File: src/design/nss_pkg.sv
// nss_pkg: shared constants, state codes and character helpers for name similarity scoring
// no dependencies; imported by name_similarity_score
package nss_pkg;

  localparam int MAX_LEN  = 64;
  localparam int ADDR_W   = (MAX_LEN > 1) ? $clog2(MAX_LEN) : 1;
  localparam int LEN_W    = $clog2(MAX_LEN + 1);
  localparam int CHAR_W   = 16;
  localparam int OP_W     = 2;
  localparam int SIM_W    = 10;
  localparam int SCALE_SH = 8;
  localparam int NUM_W    = LEN_W + SCALE_SH;
  localparam int CNT_W    = $clog2(NUM_W + 1);

  localparam logic [OP_W-1:0] OP_LOAD_A = 2'd0;
  localparam logic [OP_W-1:0] OP_LOAD_B = 2'd1;
  localparam logic [OP_W-1:0] OP_SCORE  = 2'd2;

  localparam logic signed [SIM_W-1:0] SCORE_FULL   = 10'sd200;
  localparam logic signed [SIM_W-1:0] SCORE_REJECT = -10'sd1;

  localparam logic [CHAR_W-1:0] UPPER_LO   = 16'h0041;
  localparam logic [CHAR_W-1:0] UPPER_HI   = 16'h005A;
  localparam logic [CHAR_W-1:0] CASE_DELTA = 16'h0020;

  typedef enum logic [6:0] {
    ST_IDLE    = 7'b0000001,
    ST_PRE_RD  = 7'b0000010,
    ST_PRE_CMP = 7'b0000100,
    ST_SUF_RD  = 7'b0001000,
    ST_SUF_CMP = 7'b0010000,
    ST_EVAL    = 7'b0100000,
    ST_DIV     = 7'b1000000
  } state_t;

  function automatic logic [CHAR_W-1:0] fold_char(input logic [CHAR_W-1:0] c);
    logic [CHAR_W-1:0] f;
    f = c;
    if (c >= UPPER_LO && c <= UPPER_HI) begin
      f = c + CASE_DELTA;
    end
    return f;
  endfunction

  function automatic logic chars_alike(input logic [CHAR_W-1:0] x,
                                       input logic [CHAR_W-1:0] y);
    return fold_char(x) == fold_char(y);
  endfunction

endpackage

File: src/design/nss_ram.sv
// nss_ram: generic single-write, single-read synchronous ram with registered read data
// no dependencies
module nss_ram #(
  parameter int WIDTH = 16,
  parameter int DEPTH = 64
) (
  input  logic                                   clk,
  input  logic                                   wr_en,
  input  logic [((DEPTH > 1) ? $clog2(DEPTH) : 1)-1:0] wr_addr,
  input  logic [WIDTH-1:0]                       wr_data,
  input  logic [((DEPTH > 1) ? $clog2(DEPTH) : 1)-1:0] rd_addr,
  output logic [WIDTH-1:0]                       rd_data
);

  logic [WIDTH-1:0] mem [DEPTH];
  logic [WIDTH-1:0] rd_data_r;

  always_ff @(posedge clk) begin
    if (wr_en) begin
      mem[wr_addr] <= wr_data;
    end
    rd_data_r <= mem[rd_addr];
  end

  assign rd_data = rd_data_r;

endmodule

File: src/design/name_similarity_score.sv
// name_similarity_score: load transactions are accepted back to back
// score transaction rejected on length: busy stays low, result strobe in the cycle after accept
// other score transactions: busy through the walk states, if any (a read and a compare per
// character), the evaluate state and, for a ratio score, the divide state; strobe in the next cycle
// busy is high while a score transaction runs; the receiver cannot stall
// synchronous active-low reset clears lengths, overflow flag, fsm and strobe; rams undefined
module name_similarity_score (
  input  logic                               clk,
  input  logic                               rst_n,
  input  logic                               start,
  output logic                               busy,
  input  logic [nss_pkg::OP_W-1:0]           in_op,
  input  logic [nss_pkg::CHAR_W-1:0]         in_char_code,
  output logic                               out_valid,
  output logic signed [nss_pkg::SIM_W-1:0]   out_similarity,
  output logic                               out_too_long
);
  import nss_pkg::*;

  state_t state_r, state_nxt;
  logic [LEN_W-1:0] length_a_r, length_a_nxt;
  logic [LEN_W-1:0] length_b_r, length_b_nxt;
  logic             overflow_r, overflow_nxt;
  logic             swap_r, swap_nxt;
  logic [LEN_W-1:0] len1_r, len1_nxt;
  logic [LEN_W-1:0] len2_r, len2_nxt;
  logic [LEN_W-1:0] i_r, i_nxt;
  logic [LEN_W-1:0] k_r, k_nxt;
  logic [LEN_W-1:0] tol_r, tol_nxt;
  logic             neg_r, neg_nxt;
  logic [NUM_W-1:0] quo_r, quo_nxt;
  logic [LEN_W-1:0] rem_r, rem_nxt;
  logic [CNT_W-1:0] cnt_r, cnt_nxt;
  logic             out_valid_r, out_valid_nxt;
  logic signed [SIM_W-1:0] out_sim_r, out_sim_nxt;
  logic             out_too_long_r, out_too_long_nxt;

  logic              accept;
  logic              we_a, we_b;
  logic [ADDR_W-1:0] raddr_a, raddr_b;
  logic [CHAR_W-1:0] rdata_a, rdata_b;
  logic [ADDR_W-1:0] s1_addr, s2_addr;
  logic              alike;

  logic              swap_now;
  logic [LEN_W-1:0]  len1_now, len2_now;
  logic [LEN_W-1:0]  unmatched, matched, tol_now, i_inc, k_dec;
  logic [LEN_W:0]    trial;
  logic              qbit;
  logic [NUM_W-1:0]  quo_step;
  logic [SIM_W-1:0]  quo_mag;

  assign accept = start && !busy;
  assign busy   = (state_r != ST_IDLE);

  assign we_a = accept && (in_op == OP_LOAD_A) && (length_a_r < LEN_W'(MAX_LEN));
  assign we_b = accept && (in_op == OP_LOAD_B) && (length_b_r < LEN_W'(MAX_LEN));

  assign s1_addr = ADDR_W'(k_r - 1'b1);
  assign s2_addr = ADDR_W'(k_r + len2_r - len1_r - 1'b1);

  always_comb begin
    raddr_a = i_r[ADDR_W-1:0];
    raddr_b = i_r[ADDR_W-1:0];
    if (state_r == ST_SUF_RD) begin
      raddr_a = swap_r ? s2_addr : s1_addr;
      raddr_b = swap_r ? s1_addr : s2_addr;
    end
  end

  nss_ram #(.WIDTH(CHAR_W), .DEPTH(MAX_LEN)) u_ram_a (
    .clk     (clk),
    .wr_en   (we_a),
    .wr_addr (length_a_r[ADDR_W-1:0]),
    .wr_data (in_char_code),
    .rd_addr (raddr_a),
    .rd_data (rdata_a)
  );

  nss_ram #(.WIDTH(CHAR_W), .DEPTH(MAX_LEN)) u_ram_b (
    .clk     (clk),
    .wr_en   (we_b),
    .wr_addr (length_b_r[ADDR_W-1:0]),
    .wr_data (in_char_code),
    .rd_addr (raddr_b),
    .rd_data (rdata_b)
  );

  assign alike = chars_alike(rdata_a, rdata_b);

  assign swap_now  = length_a_r > length_b_r;
  assign len1_now  = swap_now ? length_b_r : length_a_r;
  assign len2_now  = swap_now ? length_a_r : length_b_r;
  assign unmatched = k_r - i_r;
  assign matched   = len1_r - unmatched;
  assign tol_now   = (len1_r >> 2) + 1'b1;
  assign i_inc     = i_r + 1'b1;
  assign k_dec     = k_r - 1'b1;

  assign trial    = {rem_r, quo_r[NUM_W-1]};
  assign qbit     = trial >= {1'b0, tol_r};
  assign quo_step = {quo_r[NUM_W-2:0], qbit};
  assign quo_mag  = SIM_W'(quo_step);

  always_comb begin
    state_nxt        = state_r;
    length_a_nxt     = length_a_r;
    length_b_nxt     = length_b_r;
    overflow_nxt     = overflow_r;
    swap_nxt         = swap_r;
    len1_nxt         = len1_r;
    len2_nxt         = len2_r;
    i_nxt            = i_r;
    k_nxt            = k_r;
    tol_nxt          = tol_r;
    neg_nxt          = neg_r;
    quo_nxt          = quo_r;
    rem_nxt          = rem_r;
    cnt_nxt          = cnt_r;
    out_valid_nxt    = 1'b0;
    out_sim_nxt      = out_sim_r;
    out_too_long_nxt = out_too_long_r;

    case (state_r)
      ST_IDLE: begin
        if (accept) begin
          case (in_op)
            OP_LOAD_A: begin
              if (we_a) begin
                length_a_nxt = length_a_r + 1'b1;
              end else begin
                overflow_nxt = 1'b1;
              end
            end
            OP_LOAD_B: begin
              if (we_b) begin
                length_b_nxt = length_b_r + 1'b1;
              end else begin
                overflow_nxt = 1'b1;
              end
            end
            OP_SCORE: begin
              swap_nxt = swap_now;
              len1_nxt = len1_now;
              len2_nxt = len2_now;
              i_nxt    = '0;
              k_nxt    = len1_now;
              if ({1'b0, len2_now} > {len1_now, 1'b0}) begin
                out_valid_nxt    = 1'b1;
                out_sim_nxt      = SCORE_REJECT;
                out_too_long_nxt = overflow_r;
                length_a_nxt     = '0;
                length_b_nxt     = '0;
                overflow_nxt     = 1'b0;
              end else if (len1_now == '0) begin
                state_nxt = ST_EVAL;
              end else begin
                state_nxt = ST_PRE_RD;
              end
            end
            default: begin
            end
          endcase
        end
      end
      ST_PRE_RD: begin
        state_nxt = ST_PRE_CMP;
      end
      ST_PRE_CMP: begin
        if (alike) begin
          i_nxt     = i_inc;
          state_nxt = (i_inc < len1_r) ? ST_PRE_RD : ST_EVAL;
        end else begin
          state_nxt = ST_SUF_RD;
        end
      end
      ST_SUF_RD: begin
        state_nxt = ST_SUF_CMP;
      end
      ST_SUF_CMP: begin
        if (alike) begin
          k_nxt     = k_dec;
          state_nxt = (k_dec > i_r) ? ST_SUF_RD : ST_EVAL;
        end else begin
          state_nxt = ST_EVAL;
        end
      end
      ST_EVAL: begin
        if (unmatched == '0 || {1'b0, len2_r} > {matched, 1'b0}) begin
          out_valid_nxt    = 1'b1;
          out_sim_nxt      = (unmatched == '0) ? SCORE_FULL : SCORE_REJECT;
          out_too_long_nxt = overflow_r;
          length_a_nxt     = '0;
          length_b_nxt     = '0;
          overflow_nxt     = 1'b0;
          state_nxt        = ST_IDLE;
        end else begin
          tol_nxt   = tol_now;
          neg_nxt   = unmatched > tol_now;
          quo_nxt   = (unmatched > tol_now) ? {unmatched - tol_now, SCALE_SH'(0)}
                                            : {tol_now - unmatched, SCALE_SH'(0)};
          rem_nxt   = '0;
          cnt_nxt   = '0;
          state_nxt = ST_DIV;
        end
      end
      ST_DIV: begin
        quo_nxt = quo_step;
        rem_nxt = qbit ? LEN_W'(trial - {1'b0, tol_r}) : LEN_W'(trial);
        cnt_nxt = cnt_r + 1'b1;
        if (cnt_r == CNT_W'(NUM_W - 1)) begin
          out_valid_nxt    = 1'b1;
          out_sim_nxt      = neg_r ? -$signed(quo_mag) : $signed(quo_mag);
          out_too_long_nxt = overflow_r;
          length_a_nxt     = '0;
          length_b_nxt     = '0;
          overflow_nxt     = 1'b0;
          state_nxt        = ST_IDLE;
        end
      end
      default: begin
        state_nxt = ST_IDLE;
      end
    endcase
  end

  always_ff @(posedge clk) begin
    if (!rst_n) begin
      state_r     <= ST_IDLE;
      length_a_r  <= '0;
      length_b_r  <= '0;
      overflow_r  <= 1'b0;
      out_valid_r <= 1'b0;
    end else begin
      state_r     <= state_nxt;
      length_a_r  <= length_a_nxt;
      length_b_r  <= length_b_nxt;
      overflow_r  <= overflow_nxt;
      out_valid_r <= out_valid_nxt;
    end
    swap_r         <= swap_nxt;
    len1_r         <= len1_nxt;
    len2_r         <= len2_nxt;
    i_r            <= i_nxt;
    k_r            <= k_nxt;
    tol_r          <= tol_nxt;
    neg_r          <= neg_nxt;
    quo_r          <= quo_nxt;
    rem_r          <= rem_nxt;
    cnt_r          <= cnt_nxt;
    out_sim_r      <= out_sim_nxt;
    out_too_long_r <= out_too_long_nxt;
  end

  assign out_valid      = out_valid_r;
  assign out_similarity = out_sim_r;
  assign out_too_long   = out_too_long_r;

`ifndef SYNTHESIS
  a_result_needs_score: assert property (@(posedge clk) disable iff (!rst_n)
    out_valid |-> ($past(busy) || $past(start && in_op == OP_SCORE)))
    else $error("result strobe without a score transaction");

  a_result_returns_idle: assert property (@(posedge clk) disable iff (!rst_n)
    out_valid |-> !busy && length_a_r == '0 && length_b_r == '0 && !overflow_r)
    else $error("buffers not cleared after result");

  a_length_bound: assert property (@(posedge clk) disable iff (!rst_n)
    (length_a_r <= LEN_W'(MAX_LEN)) && (length_b_r <= LEN_W'(MAX_LEN)))
    else $error("name length beyond buffer depth");

  a_walk_order: assert property (@(posedge clk) disable iff (!rst_n)
    (state_r == ST_SUF_RD) |-> (k_r > i_r) && (k_r <= len1_r))
    else $error("suffix walk overlaps prefix");
`endif

endmodule

File: config.mk
export PLATFORM = sky130hd
export DESIGN_NAME = name_similarity_score
export DESIGN_NICKNAME = d
export VERILOG_FILES = /design/src/design/nss_pkg.sv /design/src/design/nss_ram.sv /design/src/design/name_similarity_score.sv
export SDC_FILE = /design/constraint.sdc
export NUM_CORES = 2
export LEC_CHECK = 0
export ABC_AREA = 1
export ABC_CLOCK_PERIOD_IN_PS = 7800
export BUFFER_PORTS_ARGS = -buffer_cell sky130_fd_sc_hd__buf_2
export CAP_MARGIN = 20
export CORE_MARGIN = 2
export CORE_UTILIZATION = 50
export CTS_CLUSTER_DIAMETER = 200
export DETAILED_ROUTE_END_ITERATION = 10
export PLACE_DENSITY_LB_ADDON = 0.1
export SLEW_MARGIN = 20
export SYNTH_ARGS = -nofsm -noshare
export SYNTH_HDL_FRONTEND = slang
export SYNTH_HIERARCHICAL = 1
export SYNTH_SLANG_ARGS = --single-unit
File: constraint.sdc
create_clock -name clk -period 7.8 [get_ports clk]
set_clock_uncertainty 0.2 [all_clocks]
set_input_delay 0 -clock clk [delete_from_list [all_inputs] [get_ports clk]]
set_output_delay 0 -clock clk [all_outputs]
set_load 0.01 [all_outputs]
* After elaboration in Yosys (flattened, before gate mapping)
Memories as Yosys holds them, arrays and structs flattened. A register that Yosys moved wholly into a read port is not among the register bits. Index checks and enable logic that the tools add are counted.
Storage, ports and cells: bits in registers 97, bits of input ports 21, RAM bits 2048, output and inout port bits 13, memories kept 2, logic and storage cells 183
Memories:
- u_ram_a.mem | depth 64, width 16, read ports 1, clocked after memory_dff 1, write ports 1, line nss_ram.sv:15 | logic [WIDTH-1:0] mem [DEPTH];
- u_ram_b.mem | depth 64, width 16, read ports 1, clocked after memory_dff 1, write ports 1, line nss_ram.sv:15
Operators by class: mux-type cells 78, add/sub/neg operators 17, magnitude comparators 13, equality and inequality tests 29, bitwise operators 1, reduce and logical (&&, ||, !) cells 26
Operator list (number):
- $mux W7 | 22
- $mux W10 | 7
- $pmux W7 S2 | 5
- $mux W6 | 9
- $pmux W7 S7 | 1
- $pmux W7 S3 | 2
- $add A16 B6 Y16 const B | 2
- $ge A16 B7 Y1 const B | 2
- $le A16 B7 Y1 const B | 2
- $mux W16 | 2
- $mux W15 | 2
- $pmux W10 S3 | 1
- $pmux W15 S2 | 1
- $add A7 B1 Y7 const B | 3
- $sub A7 B7 Y7 | 3
- $mux W1 | 20
- $eq A16 B16 Y1 | 1
- $gt A7 B8 Y1 | 2
- $ne A2 B2 Y1 const B | 8
- $gt A7 B7 Y1 | 2
- $logic_not A7 Y1 | 2
- $lt A7 B7 Y1 const B | 2
- $reduce_and A7 Y1 | 2
- $ne A3 B2 Y1 const B | 4
- 41 further kinds | 57

* Depth between registers and ports, before layout
depth in word-level cells 9, gate-level depth with buffers 27, depth with buffers taken out 25

* Hierarchy
The synthesis kept the hierarchy.
By module, submodules not included:
- nss_ram (u_ram_a) | area an instance 42105.4 sq um, seq. area each 31069.8 sq um, times used 1, cells an instance 3531
- nss_ram (u_ram_b) | area an instance 42099.1 sq um, seq. area each 31069.8 sq um, times used 1, cells an instance 3517
- name_similarity_score | area an instance 8039.0 sq um, seq. area each 2652.5 sq um, times used 1, cells an instance 1079

* Worst setup path after synthesis
OpenSTA, ideal clock, no wires.
path kind reg-to-reg, start point register k_r[0], end point register cnt_r[0] (enable), stages on the path, launching flop included 21, path buffers 0, path slack 2.624 ns, arrival time 4.558 ns, library setup time 0.418 ns, cell sequence edfxtp_1 inv_1 ha_1 inv_1 fa_1 xor2_1 inv_1 ha_1 nand2_1 nor2_1 a211oi_1 o211ai_1 o21ai_0 xnor2_1 ha_1 nand4_1 nor4_1 nor2_1 nand3_2 nand2_1 a21oi_1
Between the ends: cells in the longest elaborated chain, start to end 6, elaborated cells between the ends (all ways) 7, those cells by class add/sub (2); order compare (1); eq/ne (1); reduce/logical (3)
Ends and longest elaborated chain:
- start, declared | line name_similarity_score.sv:28 | logic [LEN_W-1:0] k_r, k_nxt;
- start signal, assigned | line name_similarity_score.sv:245 | k_r <= k_nxt;
- $sub A7 B7 Y7 (*) | line name_similarity_score.sv:94 | assign unmatched = k_r - i_r;
- $sub A7 B7 Y7 | line name_similarity_score.sv:95 | assign matched = len1_r - unmatched;
- $gt A7 B8 Y1 | line name_similarity_score.sv:189 | if (unmatched == '0 || {1'b0, len2_r} > {matched, 1'b0}) begin
- $logic_or A1 B1 Y1 (*) | line name_similarity_score.sv:189
- $ne A2 B2 Y1 (no source line) (*)
- $reduce_and A2 Y1 (no source line) (*)
- end signal, assigned | line name_similarity_score.sv:250 | cnt_r <= cnt_nxt;
- end, declared | line name_similarity_score.sv:33 | logic [CNT_W-1:0] cnt_r, cnt_nxt;
Mark *: on every way between the ends. The rest lies on a longest branch, timed or not. A chain may end at the register's enable or synchronous reset.

* Worst setup path after layout
start point register length_b_r[2], end point register length_b_r[5]
Between the ends: cells in the longest elaborated chain, start to end 5, elaborated cells between the ends (all ways) 14, those cells by class add/sub (1); order compare (3); eq/ne (2); mux (6); reduce/logical (2)
Ends and longest elaborated chain:
- start, declared | line name_similarity_score.sv:22 | logic [LEN_W-1:0] length_b_r, length_b_nxt;
- start signal, assigned | line name_similarity_score.sv:237 | length_b_r <= length_b_nxt;
- $gt A7 B7 Y1 / $add A7 B1 Y7 (equally long branches) | line name_similarity_score.sv:91, name_similarity_score.sv:137
- $mux W7 (on tied branches) | line name_similarity_score.sv:93, name_similarity_score.sv:92, name_similarity_score.sv:136
- $gt A7 B8 Y1 / $pmux W7 S2 (equally long branches) | line name_similarity_score.sv:148, name_similarity_score.sv:127
- $ne A3 B3 Y1 (no source line) / $mux W7 (equally long branches)
- $reduce_and A7 Y1 (no source line) / $pmux W7 S3 (equally long branches)
Parallel ways exist; a longest one is shown, timed or not. The select of a mux whose other input is x is not followed.

==> impl_results.md <==
* Clk pwr share at 0.364
* Ys async rst share at 0
* CP max FO at 24
* CP Launch Type: flip-flop
* Fillers at ~15000
* Final min period at 6330 ps
* Final Hold Viols at 0
* Core Area at 183000 sq um
* First-pass GRT wire length at 382 mm
* Final-report setup violation count at 0
* Worst Path Required at 8330 ps
* CTS resizes at 0
* Cts bufs inserted at roughly 220
* Routed vias at 62200
* DIE WIDTH at 434 um
* DRT iter0 DRCs at between 7000 and 8000
* Clock sink total at 2176
* Crit Reg-Reg Endpoint: length_b_r[5]$_SDFFE_PN0P_
* Die area at 188000 sq um
* Switching share of power at 0.277
* Clk_lat worst skew at 870 ps
* GRT Total Usage at 0.273
* Worst reg-to-reg path cell count at 25
* Commonest non-fill, non-tap cell in the layout: nand2_1
* Synth cell types at 48
* WHS at 79.5 ps
* Routed Antenna Nets at 0
* Hold path start: in_char_code[6]
* Pin count of the biggest net entering global routing at 236
* Most frequent cells in the layout: nand2_1 (2826), edfxtp_1 (2121), nand3_1 (1802)
* Number of global-route vias before repair at 58300
* Multi-input gate area at approximately 24000 sq um
* Power density cells at 277 nW/um^2
* Yosys warns at 6
* Slew Limit Fails at 0
* Max incr delay on CP at roughly 760 ps
* Nets at 8242
* Initial Util at 0.503
* Synth Net Count at 8230
* Fraction of the yosys area taken by sequential cells at 0.702
* Row Count at between 150 and 200
* Relative slew slack at 0.169
* H-tree levels at 4
* Drt drc at 0
* Arrival time at the worst endpoint at 6850 ps
* DP HPWL at roughly 140 mm
* Critical path type: flip-flop to flip-flop
* Internal power at 20.4 mW
* Critical Path Most Common Cell: nand2_1
* Area growth syn-to-layout at 10.3%
* Status: finished, final reports clean
* Worst Max-Slew Pin Slew at 1250 ps
* Share of layout cells above drive strength 1 at 0.0701
* GRT overflow at 0
* Die H at around 430 um
* Seq cells post-synth at 2176
* I/O Pins at 34
* Reg clk slew, reported paths at 60 ps
* Sequential Power Share at 0.476
* Post-Route WL at 258 mm
* # Post-CTS Setup Buffers at 0
* Worst VDD drop at 0.000263 V
* WHS Endpoint: u_ram_a/mem[4][6]$_DFFE_PP_
* Reg area at roughly 65000 sq um
* Total of max-cap violations at 0
* Setup slack, reg-to-reg at 1470 ps
* Mapped cell area at 92200 sq um
* Root Driver: clkbuf_16
* Cells after Synth at ~8100
* Sw power at 7.79 mW
* Clock tree buffer depth at 3
* P_leak at ~37 nW
* Final GP Congestion at 0.870
* Vias per cell at 5.75
* Maximum clock frequency at 158 MHz
* RSZ-0062 raised after global routing: no
* Slowest-stage cell, CP: dfxtp_1
* Hold crit path type: primary input to flip-flop
* Period utilization at 0.811
* TritonRoute pass-1 iters at 6
* Power share of the combinational group at 0.160
* Number of flops mapped to enable cells by yosys at 2121
* Initial antenna violation count at 9
* Buffers on Ports at 33
* Setup TNS at 0 ps
* Most used DFF post-synth: edfxtp_1
* CTS tree: built
* Mapped Avg Cell Area at 11.4 sq um
* Reg2Reg Launch Point: length_b_r[2]$_SDFFE_PN0P_
* Hold-fix buffers, CTS at 33
* Wire length per cell at 23.9 um
* Crit. End Element: flip-flop
* Hold depth at 2
-- stage by stage --
stage | instances | utilization | power (mW) | setup WS, ps | cell area (sq um)
2_1_floorplan | 8127 | - | 16.6 | 2620 | 92200
3_3_place_gp | 10300 | 0.515 | 18.0 | 2430 | 94400
3_5_place_dp | 10300 | 0.515 | 18.1 | 2410 | 94400
4_1_cts | 10800 | 0.555 | 28.3 | 1590 | 102000
5_1_grt | 10800 | 0.555 | 29.3 | 1070 | 102000
6_report | 10800 | 0.555 | 28.2 | 1470 | 102000
-- flip-flops by register name, indices dropped and copies added (netlist names) --
signal,count
u_ram_a/mem,1024
u_ram_b/mem,1024
u_ram_a/rd_data,16
u_ram_b/rd_data,16
quo_r,15
out_similarity,10
i_r,7
k_r,7
len1_r,7
len2_r,7
length_a_r,7
length_b_r,7
rem_r,7
state_r,7
tol_r,6
cnt_r,4
neg_r,1
out_too_long,1
out_valid,1
overflow_r,1
swap_r,1
-- power by group through the flow --
stage | combinational, mW | sequential, mW | clock (mW)
3_3_place_gp | 4.34 | 13.7 | 0
3_5_place_dp | 4.39 | 13.7 | 0
6_report | 4.50 | 13.4 | 10.3
5_1_grt | 5.03 | 13.4 | 10.9
4_1_cts | 4.46 | 13.4 | 10.4
2_1_floorplan | 3.12 | 13.5 | 0
-- worst max-delay path: cells and delay by family (launching register included) --
family | cells | cell delay, ps
flops | 1 | 760
compound gates | 4 | 970
fa+ha+maj | 2 | 580
simple gates | 14 | 1510
buf+inv | 5 | 2170
-- cells in the mapped netlist (2+ instances only) --
cell type | instances | area [sq um]
buf_4 | 33 | 248
buf_2 | 233 | 1170
clkbuf_1 | 65 | 244
nand2_2 | 5 | 31.3
inv_2 | 9 | 33.8
xnor2_1 | 14 | 123
o31ai_1 | 4 | 30.0
o22ai_1 | 5 | 31.3
a21boi_0 | 3 | 22.5
nor4_1 | 13 | 81.3
nand4_2 | 3 | 37.5
buf_1 | 37 | 139
nand3b_1 | 6 | 45.0
inv_8 | 2 | 22.5
fa_1 | 11 | 220
o211ai_1 | 10 | 75.1
a21oi_1 | 47 | 235
nand2_1 | 2827 | 10600
buf_8 | 2 | 30.0
nand3_1 | 1802 | 9020
buf_6 | 101 | 1140
o21a_1 | 5 | 37.5
nand4_1 | 48 | 300
o21bai_1 | 2 | 15.0
dfxtp_1 | 55 | 1100
inv_1 | 209 | 785
nor2_1 | 237 | 890
a211oi_1 | 5 | 37.5
o21ai_0 | 62 | 310
xor2_1 | 30 | 263
nor3_1 | 23 | 115
edfxtp_1 | 2121 | 63700
o21ai_1 | 4 | 20.0
nand3_2 | 4 | 40.0
or2_2 | 2 | 12.5
ha_1 | 71 | 888
a31oi_1 | 6 | 37.5
-- layer usage --
layer / share of wire / global-route usage
met1: 0.44 / 0.400
met2: 0.46 / 0.418
met3: 0.080 / 0.0469
met4: 0.027 / 0.0831
met5: 0.000039 / 0
-- cell type report --
class,count,area share
diodes,8,0.000197
clock buffers,304,0.0599
clock inverters,112,0.00864
inverters,220,0.00864
well taps,2464,0.0303
flip-flops and latches,2176,0.637
repair buffers,259,0.0211
multi-input cells,5260,0.235
-- how the worst max path moves through the flow --
| stage | from | endpoint | slack (ps) | cells past startpoint |
|---|---|---|---|---|
| floorplan | k_r[0]$_DFFE_PP_ | cnt_r[0]$_SDFFCE_PN0P_ | 2620 | 20 |
| global placement | state_r[4]$_SDFFE_PN0P_ | u_ram_b/rd_data[3]$_DFF_P_ | 2430 | 16 |
| detailed placement | state_r[4]$_SDFFE_PN0P_ | u_ram_b/rd_data[3]$_DFF_P_ | 2410 | 16 |
| CTS | length_b_r[2]$_SDFFE_PN0P_ | length_b_r[5]$_SDFFE_PN0P_ | 1590 | 25 |
| global route | length_b_r[2]$_SDFFE_PN0P_ | length_b_r[5]$_SDFFE_PN0P_ | 1070 | 25 |
| finish | length_b_r[2]$_SDFFE_PN0P_ | length_b_r[5]$_SDFFE_PN0P_ | 1470 | 25 |
-- logic make-up after synthesis --
kind of cell / after synthesis / synth area share
AO/OA/AOI/OAI: 159 / 0.00978
adder cells (fa/ha/maj): 82 / 0.0120
AND/OR/NAND/NOR: 4973 / 0.230
XOR/XNOR: 46 / 0.00453
buffers and inverters: 691 / 0.0412
flip-flops: 2176 / 0.702
(Power assumes the default switching activity.)
